### config.mk
export PLATFORM = sky130hd
export DESIGN_NAME = lfe_row_cell
export DESIGN_NICKNAME = d
export VERILOG_FILES = /design/src/rtl/lfe_pkg.sv /design/src/rtl/lfe_row_cell.sv
export SDC_FILE = /design/constraint.sdc
export NUM_CORES = 1
export LEC_CHECK = 0
export CORE_MARGIN = 2
export CORE_UTILIZATION = 25
export CTS_CLUSTER_SIZE = 25
export DETAILED_ROUTE_END_ITERATION = 12
export DONT_BUFFER_PORTS = 1
export PLACE_DENSITY = 0.44
export SYNTH_ARGS = -nofsm -noshare
export SYNTH_HDL_FRONTEND = slang
export SYNTH_SLANG_ARGS = --single-unit
### constraint.sdc
create_clock -name clock -period 1.4 [get_ports clock]
set_clock_uncertainty 0.15 [all_clocks]
set_input_delay 0.28 -clock clock [delete_from_list [all_inputs] [get_ports clock]]
set_output_delay 0.28 -clock clock [all_outputs]
set_load 0.02 [all_outputs]
### src/rtl/lfe_pkg.sv
// Shared constants, command codes and control structs of the life board.
`default_nettype none

package lfe_pkg;

   // Fixed widths of the word fields and the configuration registers.
   localparam int CMD_W = 2;
   localparam int XY_W  = 6;
   localparam int CFG_W = 7;
   localparam int NBR_W = 4;

   // Both size registers come out of reset at 64.
   localparam logic [CFG_W-1:0] CFG_RESET = 7'd64;

   // Neighbour counts of rule B3/S23.
   localparam logic [NBR_W-1:0] BIRTH_COUNT   = 4'd3;
   localparam logic [NBR_W-1:0] SURVIVE_COUNT = 4'd2;

   typedef enum logic [CMD_W-1:0] {
      CMD_READ   = 2'd0,
      CMD_TOGGLE = 2'd1,
      CMD_STEP   = 2'd2
   } cmd_type;

   typedef enum logic [0:0] {
      CSR_BOARD_WIDTH  = 1'b0,
      CSR_BOARD_HEIGHT = 1'b1
   } csr_index_type;

   // Control of one row cell of the chain.
   typedef struct packed {
      logic shift;
      logic flip;
   } cell_ctl_type;

   // Control of the three-row window.
   typedef struct packed {
      logic clear;
      logic advance;
   } win_ctl_type;

endpackage

`default_nettype wire

### src/rtl/lfe_row_cell.sv
// One row of the board: holds the row, shifts it along the chain or flips one bit.
`default_nettype none

module lfe_row_cell
   import lfe_pkg::*;
#(
   parameter int WIDTH = 64
) (
   input  wire logic             clock,
   input  wire logic             reset,
   input  wire cell_ctl_type     ctl,
   input  wire logic [WIDTH-1:0] shift_in,
   input  wire logic [WIDTH-1:0] col_sel,
   output logic [WIDTH-1:0]      row
);

   logic [WIDTH-1:0] row_ff;
   logic [WIDTH-1:0] row_in;

   always_comb begin
      row_in = row_ff;
      if (ctl.shift) begin
         row_in = shift_in;
      end else if (ctl.flip) begin
         row_in = row_ff ^ col_sel;
      end
   end

   always_ff @(posedge clock) begin
      if (reset) begin
         row_ff <= '0;
      end else begin
         row_ff <= row_in;
      end
   end

   assign row = row_ff;

endmodule

`default_nettype wire

* Word level (Yosys, flattened, before mapping)
Cells that the tools add are included.
** Word-level totals
- Input port bits :: 132
- Bits in registers :: 64
** Operators by class
- Mux-type cells :: 2
- Bitwise operators :: 1
- Reduce and logical (&&, ||, !) cells :: 1
** Operators with widths (count)
- 64-bit 2-to-1 mux :: 2
- 64-bit XOR :: 1
- 2-bit nonzero test :: 1

* Longest topological paths before layout
- Depth in word-level cells :: 3
- Depth in mapped cells :: 4

* Least setup slack after synthesis
No wires, ideal clock.
- Kind :: input-to-reg
- Start point :: input reset
- End point :: register row_ff[4], in the netlist row[4]
- Arrival :: 959 ps
- Stages :: 3
- Path slack :: 179 ps
- Required time :: 1138 ps
- Cell sequence :: buf_2 -> buf_2 -> a2111oi_1
** RTL lines
- start, declared :: RTL line lfe_row_cell.sv:10 : input wire logic reset,
- end signal, assigned :: RTL line lfe_row_cell.sv:33 : row_ff <= row_in;
- end, declared :: RTL line lfe_row_cell.sv:17 : logic [WIDTH-1:0] row_ff;
No word-level cell between the ends.

* Worst setup path after layout
- Start point :: register row_ff[0], in the netlist row[0]
- End point :: output row[0]
** RTL lines
- end, declared :: RTL line lfe_row_cell.sv:14 : output logic [WIDTH-1:0] row
No word-level cell between the ends.

==> flow_metrics.tcl <==
set metrics [dict create \
    place_inst 509 \
    tightest_slew_ns 0.473 \
    outcome "finished with violations" \
    overflow 0 \
    criticalPathCategory "flip-flop to primary output" \
    p_total_mw 5.14 \
    syn_to_final_growth_pct 8.69 \
    whs_ns -0.123 \
    synth_top_area_share_pct 33.5 \
    vias_per_cell 5.57 \
    avgSynthCellArea_um2 10.6 \
    die_h_um 128 \
    grt_pass1_vias 3056 \
    pwr_density_cell_nw_per_um2 1230 \
    crit_path_cell_trace "buf_4" \
    synth_seq_cells 64 \
    holdCritPathClass "input port to flip-flop" \
    netlist_instances 362 \
    synth.yosys.seq_area_share_pct 33.5 \
    crit_buf_inv 1 \
    grt_setup_unrepaired "no" \
    synth_area_leader_cell "dfxtp_1" \
    first_pass_iters 4 \
    wl_per_cell_um 17.6 \
    crit_path_end_kind "primary output" \
    via_count 2921 \
    cts_tree "done" \
    drc 0 \
    post_dp_cell_area_um2 3840 \
    period_needed_ns 1.27 \
    drive_above_1_share_pct 23.2 \
    pin_count 196 \
    cap_violations 0 \
    finalSetupTns_ns 0 \
    nNetsFinal 464 \
    cp_max_fo 3 \
    cp_slowest_stage_delay_ns 0.35 \
    utilization_pct 27.6 \
    finalSetupViolations 0 \
    path_clk_slew_ns 0.05 \
    htreeDepth 3 \
    final_antenna_net_count 0 \
    fmax_ghz 0.787 \
    power.leakage_nw 1.64 \
    cp.required_ns 0.97 \
    grt_pass1_wl_um 15000 \
    insertion_delay_ns 0.33 \
    cts.sinks 64 \
    syn_area_um2 3830 \
    worstSetupStartpointType "flip-flop" \
    ys_types 9 \
    place.gp.congestion 0.667 \
    chipWidth_um 128 \
    crit_family "flip-flops" \
    grt_antenna_before_repair 0 \
    dieArea_um2 16300 \
    syn-num-nets 494 \
    layout.cells.non_filler 524 \
    numCtsBuffers 9 \
    diodes 0 \
    drt_iter0_markers 86 \
    failed_checks "hold timing" \
    grt_max_degree 193 \
    critPathArrivalTime_ns 0.84 \
    start_util_pct 25.4 \
    post-cts-setup-buffers 0 \
    slew-limit-headroom_pct 68.5 \
    numPortBuffers 0 \
    vdd_drop_max_v 0.000495 \
    clock_path_buffers 2 \
    synth_area_leaders "dfxtp_1 33%, a2111oi_2 25%, and4b_1 17%" \
    cts_resized 0 \
    nFillCells 1586 \
    post-dp-hpwl_um 5930 \
    period_share_pct 90.7 \
    cts_root_buf "clkbuf_16" \
    totalWireLength_um 9220 \
    final_area_um2 4160 \
    largest_register_ffs 64 \
    grt_use_total_pct 11.4 \
    row_count 45 \
    critPathSlowestCell "dfxtp_1" \
    yosys_warnings 0 \
    slew_violations 0 \
    core_region_area_um2 15100 \
    final_hold_viol_count 64 \
]
==> routing by layer <==
metal	up-vias	routed length [um]	share of wire [%]	global-route usage (%)
li1	1407	-	-	-
met1	1372	3880	42	13.2
met2	128	4120	45	17.5
met3	14	1010	11	5.63
met4	0	207	2.2	5.82
met5	-	0	0	0
==> worst paths after layout <==
kind	depth (start not counted)	from	slack, ns	endpoint
worst max register to register	2	row[1]	0.26	row[1]
worst max-delay path	1	row[0]	0.13	row[0]
worst min-delay path	1	reset	-0.12	row[25]
worst min register to register	2	row[0]	0.50	row[0]
==> cell type report <==
class	instances	area, um2	share of cell area [%]
Clock buffer	12	256	6.16
Clock inverter	3	65.1	1.56
Inverter	64	240	5.77
Multi-Input combinational cell	192	2080	49.9
Sequential cell	64	1280	30.8
Tap cell	188	235	5.65
Timing Repair Buffer	1	7.51	0.180
==> synthesized netlist by cell type, drive strengths merged <==
cell	instances
a2111oi	64
a211oi	64
and4b	64
dfxtp	64
inv	64
buf	37
clkbuf	5
==> through the flow <==
stage | worst slack [ns] | hold WS [ns]
after floorplan | 0.179 | 0.271
after global placement | 0.281 | 0.218
after detailed placement | 0.268 | 0.220
after CTS | 0.0876 | -0.142
after global routing | 0.0711 | -0.147
final | 0.130 | -0.123
==> cells in the final DEF (no fill, tap or decap), drive strengths merged <==
| cell | instances |
|---|---|
| a2111oi | 64 |
| clkinv | 1 |
| clkbuf | 12 |
| a211oi | 64 |
| inv | 64 |
| bufinv | 2 |
| dfxtp | 64 |
| and4b | 64 |
| buf | 1 |
==> cell families after synthesis <==
group | share of synthesized area, %
AOI/OAI and AO/OA | 37.5
buffers and inverters | 12.3
DFF | 33.5
and+or+nand+nor | 16.7
==> power breakdown <==
| part | total [mW] | internal, mW | switching [mW] |
|---|---|---|---|
| Clock | 2.43 | 1.64 | 0.791 |
| Sequential | 2.29 | 1.98 | 0.315 |
| Combinational | 0.412 | 0.258 | 0.154 |
| Total | 5.14 | 3.88 | 1.26 |
Note: power is estimated with default switching activity, not from simulation.
