==> src/rtl/lfe_pkg.sv <==
// Shared constants, command codes and control structs of the life board.
`default_nettype none

package lfe_pkg;

   // Fixed widths of the word fields and the configuration registers.
   localparam int CMD_W = 2;
   localparam int XY_W  = 6;
   localparam int CFG_W = 7;
   localparam int NBR_W = 4;

   // Both size registers come out of reset at 64.
   localparam logic [CFG_W-1:0] CFG_RESET = 7'd64;

   // Neighbour counts of rule B3/S23.
   localparam logic [NBR_W-1:0] BIRTH_COUNT   = 4'd3;
   localparam logic [NBR_W-1:0] SURVIVE_COUNT = 4'd2;

   typedef enum logic [CMD_W-1:0] {
      CMD_READ   = 2'd0,
      CMD_TOGGLE = 2'd1,
      CMD_STEP   = 2'd2
   } cmd_type;

   typedef enum logic [0:0] {
      CSR_BOARD_WIDTH  = 1'b0,
      CSR_BOARD_HEIGHT = 1'b1
   } csr_index_type;

   // Control of one row cell of the chain.
   typedef struct packed {
      logic shift;
      logic flip;
   } cell_ctl_type;

   // Control of the three-row window.
   typedef struct packed {
      logic clear;
      logic advance;
   } win_ctl_type;

endpackage

`default_nettype wire

==> src/rtl/lfe_gen_unit.sv <==
// Three-row window and the B3/S23 rule applied to every column of the middle row.
`default_nettype none

module lfe_gen_unit
   import lfe_pkg::*;
#(
   parameter int WIDTH = 64
) (
   input  wire logic             clock,
   input  wire win_ctl_type      ctl,
   input  wire logic [WIDTH-1:0] below,
   input  wire logic [WIDTH-1:0] col_mask,
   output logic [WIDTH-1:0]      next_row
);

   logic [WIDTH-1:0] prev_ff, prev_in;
   logic [WIDTH-1:0] cur_ff, cur_in;
   logic [WIDTH+1:0] p_pad, c_pad, b_pad;
   logic [WIDTH-1:0] life;

   always_comb begin
      prev_in = prev_ff;
      cur_in  = cur_ff;
      if (ctl.clear) begin
         prev_in = '0;
         cur_in  = '0;
      end else if (ctl.advance) begin
         prev_in = cur_ff;
         cur_in  = below;
      end
   end

   always_ff @(posedge clock) begin
      prev_ff <= prev_in;
      cur_ff  <= cur_in;
   end

   // A dead column on either side stands for the edge of the board.
   assign p_pad = {1'b0, prev_ff, 1'b0};
   assign c_pad = {1'b0, cur_ff, 1'b0};
   assign b_pad = {1'b0, below, 1'b0};

   for (genvar c = 0; c < WIDTH; c++) begin : g_col
      logic [NBR_W-1:0] count;
      assign count = NBR_W'(p_pad[c]) + NBR_W'(p_pad[c+1]) + NBR_W'(p_pad[c+2])
                   + NBR_W'(c_pad[c]) + NBR_W'(c_pad[c+2])
                   + NBR_W'(b_pad[c]) + NBR_W'(b_pad[c+1]) + NBR_W'(b_pad[c+2]);
      assign life[c] = (count == BIRTH_COUNT)
                     | (c_pad[c+1] & (count == SURVIVE_COUNT));
   end

   assign next_row = life & col_mask;

endmodule

`default_nettype wire

==> config.mk <==
export PLATFORM = sky130hd
export DESIGN_NAME = lfe_gen_unit
export DESIGN_NICKNAME = d
export VERILOG_FILES = /design/src/rtl/lfe_pkg.sv /design/src/rtl/lfe_gen_unit.sv
export SDC_FILE = /design/constraint.sdc
export NUM_CORES = 1
export LEC_CHECK = 0
export BUFFER_PORTS_ARGS = -buffer_cell sky130_fd_sc_hd__buf_4
export CAP_MARGIN = 20
export CORE_MARGIN = 2
export CORE_UTILIZATION = 50
export CTS_BUF_LIST = sky130_fd_sc_hd__clkbuf_8
export DETAILED_ROUTE_END_ITERATION = 10
export PLACE_DENSITY = 0.73
export SLEW_MARGIN = 10
export SYNTH_ARGS = -nofsm -noshare
export SYNTH_HDL_FRONTEND = slang
export SYNTH_SLANG_ARGS = --single-unit
==> constraint.sdc <==
create_clock -name clock -period 3.9 [get_ports clock]
set_input_delay 0.78 -clock clock [delete_from_list [all_inputs] [get_ports clock]]
set_output_delay 0.78 -clock clock [all_outputs]
set_load 0.02 [all_outputs]
# After elaboration in Yosys (flattened, before gate mapping)
# Cells that the tools add are included.
totals:
  in_bits: 131
  elab_cells: 700
  ff_bits: 128
op_classes:
  addsub: 441
  n_eq_ne: 128
  bitwise_logic: 129
op_table:
  columns: ["cell", "count"]
  rows:
  - ["4-bit by 1-bit adder with 4-bit output", 252]
  - ["4-bit by 2-bit == test with 1-bit output, second input constant", 128]
  - ["3-bit by 1-bit adder with 4-bit output", 63]
  - ["2-bit by 1-bit adder with 3-bit output", 63]
  - ["1-bit by 1-bit adder with 2-bit output", 63]
  - ["1-bit AND", 64]
  - ["64-bit AND", 1]
  - ["1-bit OR", 64]

# Logic depth before layout (Yosys ltp)
# Gate-level depths: netlist of run 1.
logic_depth:
  ltp_word: 11
  mapped_depth: 10
  ltp_nobuf: 10

# Least setup slack after synthesis of run 1
# OpenSTA, ideal clock, no wires.
synth_path:
  path_type: "input to output"
  startpoint: "input port below[0]"
  endpoint: "output port next_row[1]"
  arrival_time_ns: 3.839
  slack_ns: -0.719
  path_buffers: 0
  required_time_ns: 3.120
  path_stages: 8
  path_cell_list: "fa_1 -> fa_1 -> inv_1 -> fa_1 -> fa_1 -> nor2_1 -> a31oi_1 -> a2111oi_0"
synth_via:
  elab_chain_len: 7
  word_cells_on_any_way: 8
  classes_between: "3 x add/sub; 2 x eq/ne; 3 x bitwise"
synth_lines:
  columns: ["element", "line_no", "text"]
  rows:
  - ["from (decl)", "lfe_gen_unit.sv:11", "input wire logic [WIDTH-1:0] below,"]
  - ["4-bit by 1-bit adder with 4-bit output * (3 in a row)", "lfe_gen_unit.sv:47", "+ NBR_W'(b_pad[c]) + NBR_W'(b_pad[c+1]) + NBR_W'(b_pad[c+2]);"]
  - ["4-bit by 2-bit == test with 1-bit output", "lfe_gen_unit.sv:49", "| (c_pad[c+1] & (count == SURVIVE_COUNT));"]
  - ["1-bit AND", "lfe_gen_unit.sv:49", null]
  - ["1-bit OR *", "lfe_gen_unit.sv:49", null]
  - ["64-bit AND *", "lfe_gen_unit.sv:52", "assign next_row = life & col_mask;"]
  - ["to (decl)", "lfe_gen_unit.sv:13", "output logic [WIDTH-1:0] next_row"]
# Every way passes the cells marked *; elsewhere a longest branch is shown, timed or not.

# Worst setup path after layout of run 1
layout_path:
  startpoint: "input port below[7]"
  endpoint: "output port next_row[8]"
# The elaborated chain is that of the path after synthesis.

==> results of run 1 <==
-- stage by stage --
step | TNS (ns) | util (%) | hold slack [ns] | power, mW | instance area, µm²
floorplan | -12.83 | - | 0.4604 | 3.527 | 16390
global placement | -27.20 | 61.58 | 0.4737 | 4.208 | 18840
CTS | -25.98 | 65.22 | 0.4935 | 5.836 | 19950
detailed placement | -29.61 | 61.58 | 0.4810 | 4.352 | 18840
finish | -23.91 | 66.61 | 0.4856 | 5.910 | 20380
global route | -29.68 | 66.61 | 0.5134 | 6.445 | 20380
-- routing by layer --
layer	share of wire (%)	global-route usage (%)
met5	0	0
met4	1.6	5.129
met3	4.0	3.921
met2	51	38.23
met1	43	26.54
-- power breakdown --
| group | internal [mW] | leakage (nW) | switching, mW |
|---|---|---|---|
| Clock | 0.694 | 0.212 | 0.578 |
| Combinational | 1.57 | 8.84 | 1.64 |
| Sequential | 1.37 | 1.05 | 0.0583 |
-- what timing repair did --
item,in CTS,in global routing
pin swaps,100,75
resized for setup,280,131
setup buffers,3,0
gates cloned,0,0
setup endpoints to repair,62,62
-- area by class of cell --
cell class | instances | area share [%]
Timing Repair Buffer | 304 | 13.85
Clock buffer | 17 | 1.148
Multi-Input combinational cell | 1011 | 60.05
Inverter | 444 | 8.941
Sequential cell | 128 | 12.64
Clock inverter | 13 | 0.9334
Tap cell | 396 | 2.432
-- worst register-to-register path: stages (launching register included) --
cell	delay (ns)
dfxtp_1	0.45
mux2i_1	0.11
nor2_1	0.11
-- synthesized netlist by cell type --
master and instances:
a2111oi_0 1, a211oi_1 1, a21oi_1 116, a31oi_1 1
buf_12 13, buf_2 12, buf_6 1, clkbuf_1 2
dfxtp_1 128, fa_1 252, ha_1 188, inv_1 444
mux2i_1 128, nand2_1 8, nand2b_1 7, nand3_1 55
nand3b_1 6, nor2_1 130, nor2b_1 1, nor3_1 1
o2111ai_1 6, o211ai_1 55, or2_2 55
-- registers in the layout (all words and copies together), names as in the netlist --
signal	count
prev_ff	64
cur_ff	64
-- cells by family after synthesis --
kind of cell / Yosys count
buffers and inverters: 472
DFF: 128
muxes: 128
AOI/OAI and AO/OA: 180
and+or+nand+nor: 263
adders and majority gates: 440
-- path summary, 6_finish.rpt --
kind / end / slack (ns) / cells past startpoint
max: next_row[8] / -0.47 / 11
min: prev_ff[40] / 0.49 / 2
max reg2reg: prev_ff[2] / 3.16 / 2
min reg2reg: prev_ff[40] / 0.49 / 2
==> results.toml, run 1 <==
[power]
peakVddDrop_v = 0.0001657
leakagePower_nw = 10.10
powerDensity_mw_per_mm2 = 290.0

[route]
vias_per_cell = 4.936
wl_per_cell_um = 14.35
routed_wl_mm = 33.19
drt_iter0_drc = 311
dr_total_vias = 11417
ant_nets = 0
drc = 0
dr.pass1.iters = 4

[worst_setup_path]
startpoint = "below[7]"
max_stage_delay_ns = 0.55
required_ns = 3.12
cp_cell_sequence = "buf_4 -> inv_2 -> fa_1 -> fa_1 -> fa_1 -> inv_1 -> ha_1 -> fa_1 -> or2_4 -> a21oi_4 -> buf_4"
cp_slowest_cell = "fa_1"
cp_max_fo = 2
startpoint_type = "input port"
cpMostUsedCell = "fa_1"
cp_data_arrival_time_ns = 3.59
worst-setup-path-type = "in2out"
endpoint_kind = "primary output"
cp_top_family = "adder cells"
crit_buf_inv = 4
r2r-start = "cur_ff[2]"

[yosys]
synth_cell_type_count = 23
post_synth_fa_ha_maj_area_fraction_pct = 47.56
synth_cells = 1611
ys_seq_area_share_pct = 16.48
synth.area.top_cells = "fa_1 32%, dfxtp_1 16%, ha_1 15%"
synth_compound_area_share_pct = 6.870
ys_ff_latch = 128
synth_xor_area_share_pct = 0
syn_area_mm2 = 0.01555
syn_area_per_cell_um2 = 9.654
synth.top_cell.area_share_pct = 32.44
synthSimpleGateAreaFrac_pct = 7.957
ys_warn_count = 0
synth_top_family_by_area = "adder cells"
synth_fp_nets = 2182
muxShareOfSynthArea_pct = 8.238
yosysTopAreaCell = "fa_1"

[final_layout]
seq_area_mm2 = 0.002576
final_cells = 2313
multiInputGateArea_mm2 = 0.01224
area_growth_pct = 31.01
layout_commonest_cell = "inv_1"
layout_common_cells = "336 x inv_1, 207 x fa_1, 198 x buf_4, 137 x ha_1, 129 x nor2_1"
layout-drive-gt1-share_pct = 34.90
nets = 2477
nFillCells = 2390
diodes = 0

[timing]
skew_ns = 0.008993
fmax_mhz = 228.9
finalHoldViolCount = 0
tightest_slew_ns = 0.6977
final-setup-viol-count = 62
finalMaxSlewViolations = 0
relSlewSlack_pct = 53.49
fin_crit_sh_pct = 112.0
grt_setup_unrepaired = "true"
post-route-min-period_ns = 4.369
fin_ws_ns = -0.4691

[place]
place_congestion = 0.8439
hpwl_mm = 27.57
place_ws_ns = -0.5554
dp.cells = 2280
numPortBuffers = 194

[global_route]
grt_pass1_wl_mm = 58.01
grt_pass1_vias = 12720
antenna_found_initial = 0
grt-ovfl-total = 0
grt_max_degree = 68
grtUsageTotal_pct = 21.31

[die]
pin_count = 195
start_util_pct = 50.84
die_h_um = 180.4
die_w_um = 180.4
core_area_mm2 = 0.03059
rows = 64
die_area_mm2 = 0.03253

[clock_network]
cts_root_buf = "clkbuf_8"
cts.reportedPaths.clkPinSlew_ns = 0.07
clk-insertion-delay-late_ns = 0.44
cts_tree = "done"
cts_buffers = 17
ctsLongestPathBuffers = 2
cts_hold_buf = 0
htree_num_levels = 4
cts.sinks = 128

[min_path]
min_from = "prev_ff[40]"
hp-class = "reg2reg"

[outcome]
status = "finished with violations"
violations = "negative setup slack"

[run]
maxCapViolations = 0
(Power assumes the default switching activity.)
==> inputs of run 2 (changes only) <==
- CORE_MARGIN: 2 -> unset
- TNS_END_PERCENT: unset -> 20
==> run 2 against run 1 <==
The run still ends with negative setup slack left. Largest power group unchanged. Sequential share of layout area increased by 0.26 points. Largest cell class unchanged. Critical path depth did not move. Via count increased by 0.57%. First-iteration DRC count is 13% lower. Non-clock buffer count increased by 9. Register-to-register slack got worse by 0.06 ns. Global-route usage rose by 0.90 points. Critical path type unchanged. Die area is 2.2% lower. Clock power grew 9%. Combinational power is 4% lower.
==> results.toml, run 2 (synthesis results as in run 1) <==
[worst_setup_path]
crit_buf_inv = 4
required_ns = 3.12
cp_max_fo = 3
cp_slowest_cell = "fa_1"
cp_data_arrival_time_ns = 3.65
cpMostUsedCell = "fa_1"
endpoint_kind = "primary output"
max_stage_delay_ns = 0.58
startpoint_type = "input port"
cp_cell_sequence = "buf_8 -> inv_4 -> fa_1 -> fa_1 -> fa_1 -> inv_2 -> ha_4 -> fa_1 -> o2111ai_2 -> a21oi_2 -> buf_6"
worst-setup-path-type = "in2out"
cp_top_family = "adder cells"

[place]
place_congestion = 0.8951
numPortBuffers = 194
hpwl_mm = 28.19
placed_area_mm2 = 0.01890

[final_layout]
nets = 2486
stdcell_area_mm2 = 0.01993
layout_commonest_cell = "inv_1"
reg_top3 = "cur_ff: 64 flops, prev_ff: 64 flops"
area_growth_pct = 28.15
diodes = 0
layout-drive-gt1-share_pct = 31.14
final_core_util_pct = 65.15
layout_common_cells = "369 x inv_1, 246 x buf_4, 217 x fa_1, 169 x ha_1, 129 x nor2_1"

[timing]
tightest_slew_ns = 0.6665
relSlewSlack_pct = 55.57
final-setup-viol-count = 62
finalMaxSlewViolations = 0
fmax_mhz = 226.0
finalHoldViolCount = 0
skew_ns = 0.01807
fin_ws_ns = -0.5257
fin_crit_sh_pct = 113.5
grt_setup_unrepaired = "true"
post-route-min-period_ns = 4.426

[power]
total_power_mw = 5.881
internal-power_mw = 3.641
pwr-share-seq_pct = 24.3
clkPwrFrac_pct = 23.5
powerDensity_mw_per_mm2 = 295.1
power_frac_comb_pct = 52.3
p_switching_mw = 2.239
p_sw_share_pct = 38.08
leakagePower_nw = 10.13
peakVddDrop_v = 0.0002150

[die]
start_util_pct = 50.84
die_area_mm2 = 0.03181
die_w_um = 178.4
rows = 64
pin_count = 195
die_h_um = 178.4
core_area_mm2 = 0.03059

[outcome]
violations = "negative setup slack"
status = "finished with violations"

[min_path]
hp-class = "reg2reg"

[route]
routed_wl_mm = 33.41
drt_iter0_drc = 272
ant_nets = 0
wl_per_cell_um = 14.38
drc = 0
vias_per_cell = 4.943
dr_total_vias = 11482
dr.pass1.iters = 4

[global_route]
grt_pass1_vias = 12457
grt-ovfl-total = 0
grt_max_degree = 73
grt_pass1_wl_mm = 56.83
grtUsageTotal_pct = 22.21
antenna_found_initial = 1

[clock_network]
cts_buffers = 17
cts.reportedPaths.clkPinSlew_ns = 0.07
cts_root_buf = "clkbuf_8"
htree_num_levels = 4
ctsLongestPathBuffers = 2
cts_tree = "done"
cts.sinks = 128
clk-insertion-delay-late_ns = 0.44

[run]
maxCapViolations = 0
-- run 2: what timing repair did --
| item | CTS | global route |
|---|---|---|
| resized for setup | 135 | 106 |
| hold buffers | 0 | 0 |
| setup buffers | 0 | 1 |
| endpoints found under the setup margin | 62 | 62 |
| pin swaps | 27 | 42 |
-- run 2: metal layers --
layer	GRT usage, %	wire (µm)
met1	27.93	14520
met5	0	11
met3	4.348	1487
met4	4.061	413
met2	39.60	16980
-- run 2: layout make-up --
class / instances / area [µm²]
clock inverters: 12 / 205.2
inverters: 444 / 1754
flip-flops and latches: 128 / 2572
clock buffers: 19 / 261.5
well taps: 396 / 495.5
multi-input cells: 1011 / 11970
fillers: 2452 / 10660
repair buffers: 313 / 2668
-- run 2: worst register-to-register path, cell delays in order, from the launching register on --
cell     delay [ns]
dfxtp_1        0.33
buf_4          0.14
mux2i_1        0.14
nor2_1         0.05
-- run 2: path summary, 6_finish.rpt --
check	from	end	slack [ns]	cells after the start
min	prev_ff[31]	prev_ff[31]	0.48	2
min reg2reg	prev_ff[31]	prev_ff[31]	0.48	2
max reg2reg	prev_ff[2]	prev_ff[2]	3.10	3
max	below[29]	next_row[29]	-0.53	11
-- run 2: metrics by stage --
step	std cells	hold WS [ns]	setup TNS, ns	setup slack [ns]
floorplan	1611	0.4604	-12.96	-0.2160
global placement	2291	0.4730	-27.45	-0.5174
detailed placement	2291	0.4807	-29.94	-0.5442
CTS	2322	0.4900	-28.23	-0.5385
global route	2323	0.5095	-32.39	-0.6241
finish	2323	0.4835	-26.31	-0.5257
-- run 2: power groups by stage --
| stage | registers, mW | logic [mW] | clock network [mW] |
|---|---|---|---|
| after floorplan | 1.44 | 2.09 | 0 |
| final | 1.43 | 3.07 | 1.38 |
| after CTS | 1.43 | 3.02 | 1.42 |
| after detailed placement | 1.45 | 2.91 | 0 |
| after global placement | 1.45 | 2.76 | 0 |
| after global routing | 1.44 | 3.49 | 1.48 |
==> inputs of run 3 (changes only) <==
- GPL_TIMING_DRIVEN: unset -> 0
==> run 3 against run 2 <==
Utilization fell by 1.8 points. Critical endpoint is now next_row[56]. Critical path depth is the same. Global-route usage decreased by 0.17 points. Largest cell class unchanged. Wire length shrank 2.2%. Critical path type unchanged. Clock-buffer cell count fell by 2. Die area unchanged. The flow still finishes with violations (negative setup slack). Final cell count down 3.4%. Total power decreased by 5.3%. Register-to-register slack better by 0.08 ns. Highest routed layer unchanged. Sequential power barely moved.
==> results.toml, run 3 (synthesis results as in run 1) <==
[outcome]
status = "finished with violations"
violations = "negative setup slack"

[worst_setup_path]
cp_data_arrival_time_ns = 3.63
cp_max_fo = 2
endpoint_kind = "primary output"
startpoint_type = "input port"
required_ns = 3.12
worst-setup-path-type = "in2out"

[global_route]
grt_max_degree = 17
grt_pass1_vias = 12170
grtUsageTotal_pct = 22.05
grt_pass1_wl_mm = 56.17
grt-ovfl-total = 0
antenna_found_initial = 4

[route]
drt_iter0_drc = 317
wl_per_cell_um = 14.55
vias_per_cell = 5.001
dr.pass1.iters = 4
routed_wl_mm = 32.66
ant_nets = 0
dr_total_vias = 11223
drc = 0

[clock_network]
cts_root_buf = "clkbuf_8"
clk-insertion-delay-late_ns = 0.44
cts.reportedPaths.clkPinSlew_ns = 0.07
cts.sinks = 128
htree_num_levels = 4
cts_buffers = 17
ctsLongestPathBuffers = 2
cts_tree = "done"

[power]
leakagePower_nw = 9.751
internal-power_mw = 3.328
power_frac_comb_pct = 54.5
p_switching_mw = 2.241
clkPwrFrac_pct = 19.8
pwr-share-seq_pct = 25.7
total_power_mw = 5.569
p_sw_share_pct = 40.24
peakVddDrop_v = 0.0001965
powerDensity_mw_per_mm2 = 287.2

[die]
start_util_pct = 50.84
core_area_mm2 = 0.03059
pin_count = 195
die_area_mm2 = 0.03181
rows = 64
die_h_um = 178.4
die_w_um = 178.4

[timing]
timing.hold.ws_ns = 0.4962
skew_ns = 0.01122
fin_crit_sh_pct = 113.1
finalMaxSlewViolations = 0
final-setup-viol-count = 62
post-route-min-period_ns = 4.409
relSlewSlack_pct = 48.32
grt_setup_unrepaired = "true"
fin_ws_ns = -0.5092
fmax_mhz = 226.8
finalHoldViolCount = 0
tightest_slew_ns = 0.7751

[min_path]
hp-class = "reg2reg"

[place]
place_congestion = 0.8431
hpwl_mm = 28.05
place_ws_ns = -0.5619
numPortBuffers = 192
placed_area_mm2 = 0.01831

[final_layout]
final_core_util_pct = 63.40
layout_common_cells = "358 x inv_1, 211 x fa_1, 165 x ha_1, 135 x buf_4, 130 x nor2_1"
area_growth_pct = 24.70
layout_commonest_cell = "inv_1"
reg_top3 = "cur_ff: 64 flops, prev_ff: 64 flops"
layout-drive-gt1-share_pct = 29.04
nets = 2404
stdcell_area_mm2 = 0.01939

[run]
maxCapViolations = 0
run 3: power groups by stage:
| stage | registers (mW) | logic [mW] | clock network, mW |
|---|---|---|---|
| 6_report | 1.43 | 3.04 | 1.10 |
| 5_1_grt | 1.44 | 3.45 | 1.20 |
| 4_1_cts | 1.43 | 3.00 | 1.14 |
| 3_5_place_dp | 1.46 | 2.85 | 0 |
| 3_3_place_gp | 1.45 | 2.72 | 0 |
| 2_1_floorplan | 1.44 | 2.09 | 0 |
run 3: path summary, 6_finish.rpt:
check / start / endpoint / slack [ns] / cells after the start
setup / recovery: below[56] / next_row[56] / -0.51 / 11
hold / removal: prev_ff[45] / prev_ff[45] / 0.50 / 2
setup reg to reg: cur_ff[2] / cur_ff[2] / 3.18 / 2
hold reg to reg: prev_ff[45] / prev_ff[45] / 0.50 / 2
run 3: worst max-delay path, cell delays in order:
cell      delay [ns]
buf_8           0.08
inv_6           0.03
fa_1            0.55
fa_1            0.46
fa_1            0.54
inv_2           0.05
ha_4            0.16
fa_2            0.53
o211ai_1        0.12
a21oi_4         0.18
buf_6           0.14
run 3: stage by stage:
| step | setup TNS (ns) | std cells |
|---|---|---|
| 2_1_floorplan | -12.96 | 1611 |
| 4_1_cts | -28.99 | 2238 |
| 5_1_grt | -33.10 | 2242 |
| 3_5_place_dp | -30.22 | 2199 |
| 6_report | -26.93 | 2244 |
| 3_3_place_gp | -28.29 | 2199 |
run 3: metal layers:
metal / global-route usage, % / vias up / routed length, µm
met5: 0 / - / 28
met4: 3.496 / 4 / 302
met3: 3.900 / 22 / 1372
met2: 39.41 / 173 / 16650
met1: 28.12 / 5526 / 14310
li1: - / 5498 / -
run 3: cell type report:
type / instances / area [µm²]
multi-input combinational: 1011 / 12010
fill: 2522 / 11200
sequential: 128 / 2572
timing repair buffer: 203 / 1839
inverter: 444 / 1758
tap: 396 / 495.5
buffer: 28 / 339.1
clock buffer: 17 / 234.0
clock inverter: 15 / 137.6
antenna: 2 / 5.005
run 3: what timing repair did:
item                                    CTS  global route
gates resized for setup                 157           116
hold buffers                              0             0
buffers inserted                          7             4
pin swaps                                52            53
endpoints found under the setup margin   62            62
hold endpoints to repair                  0             0
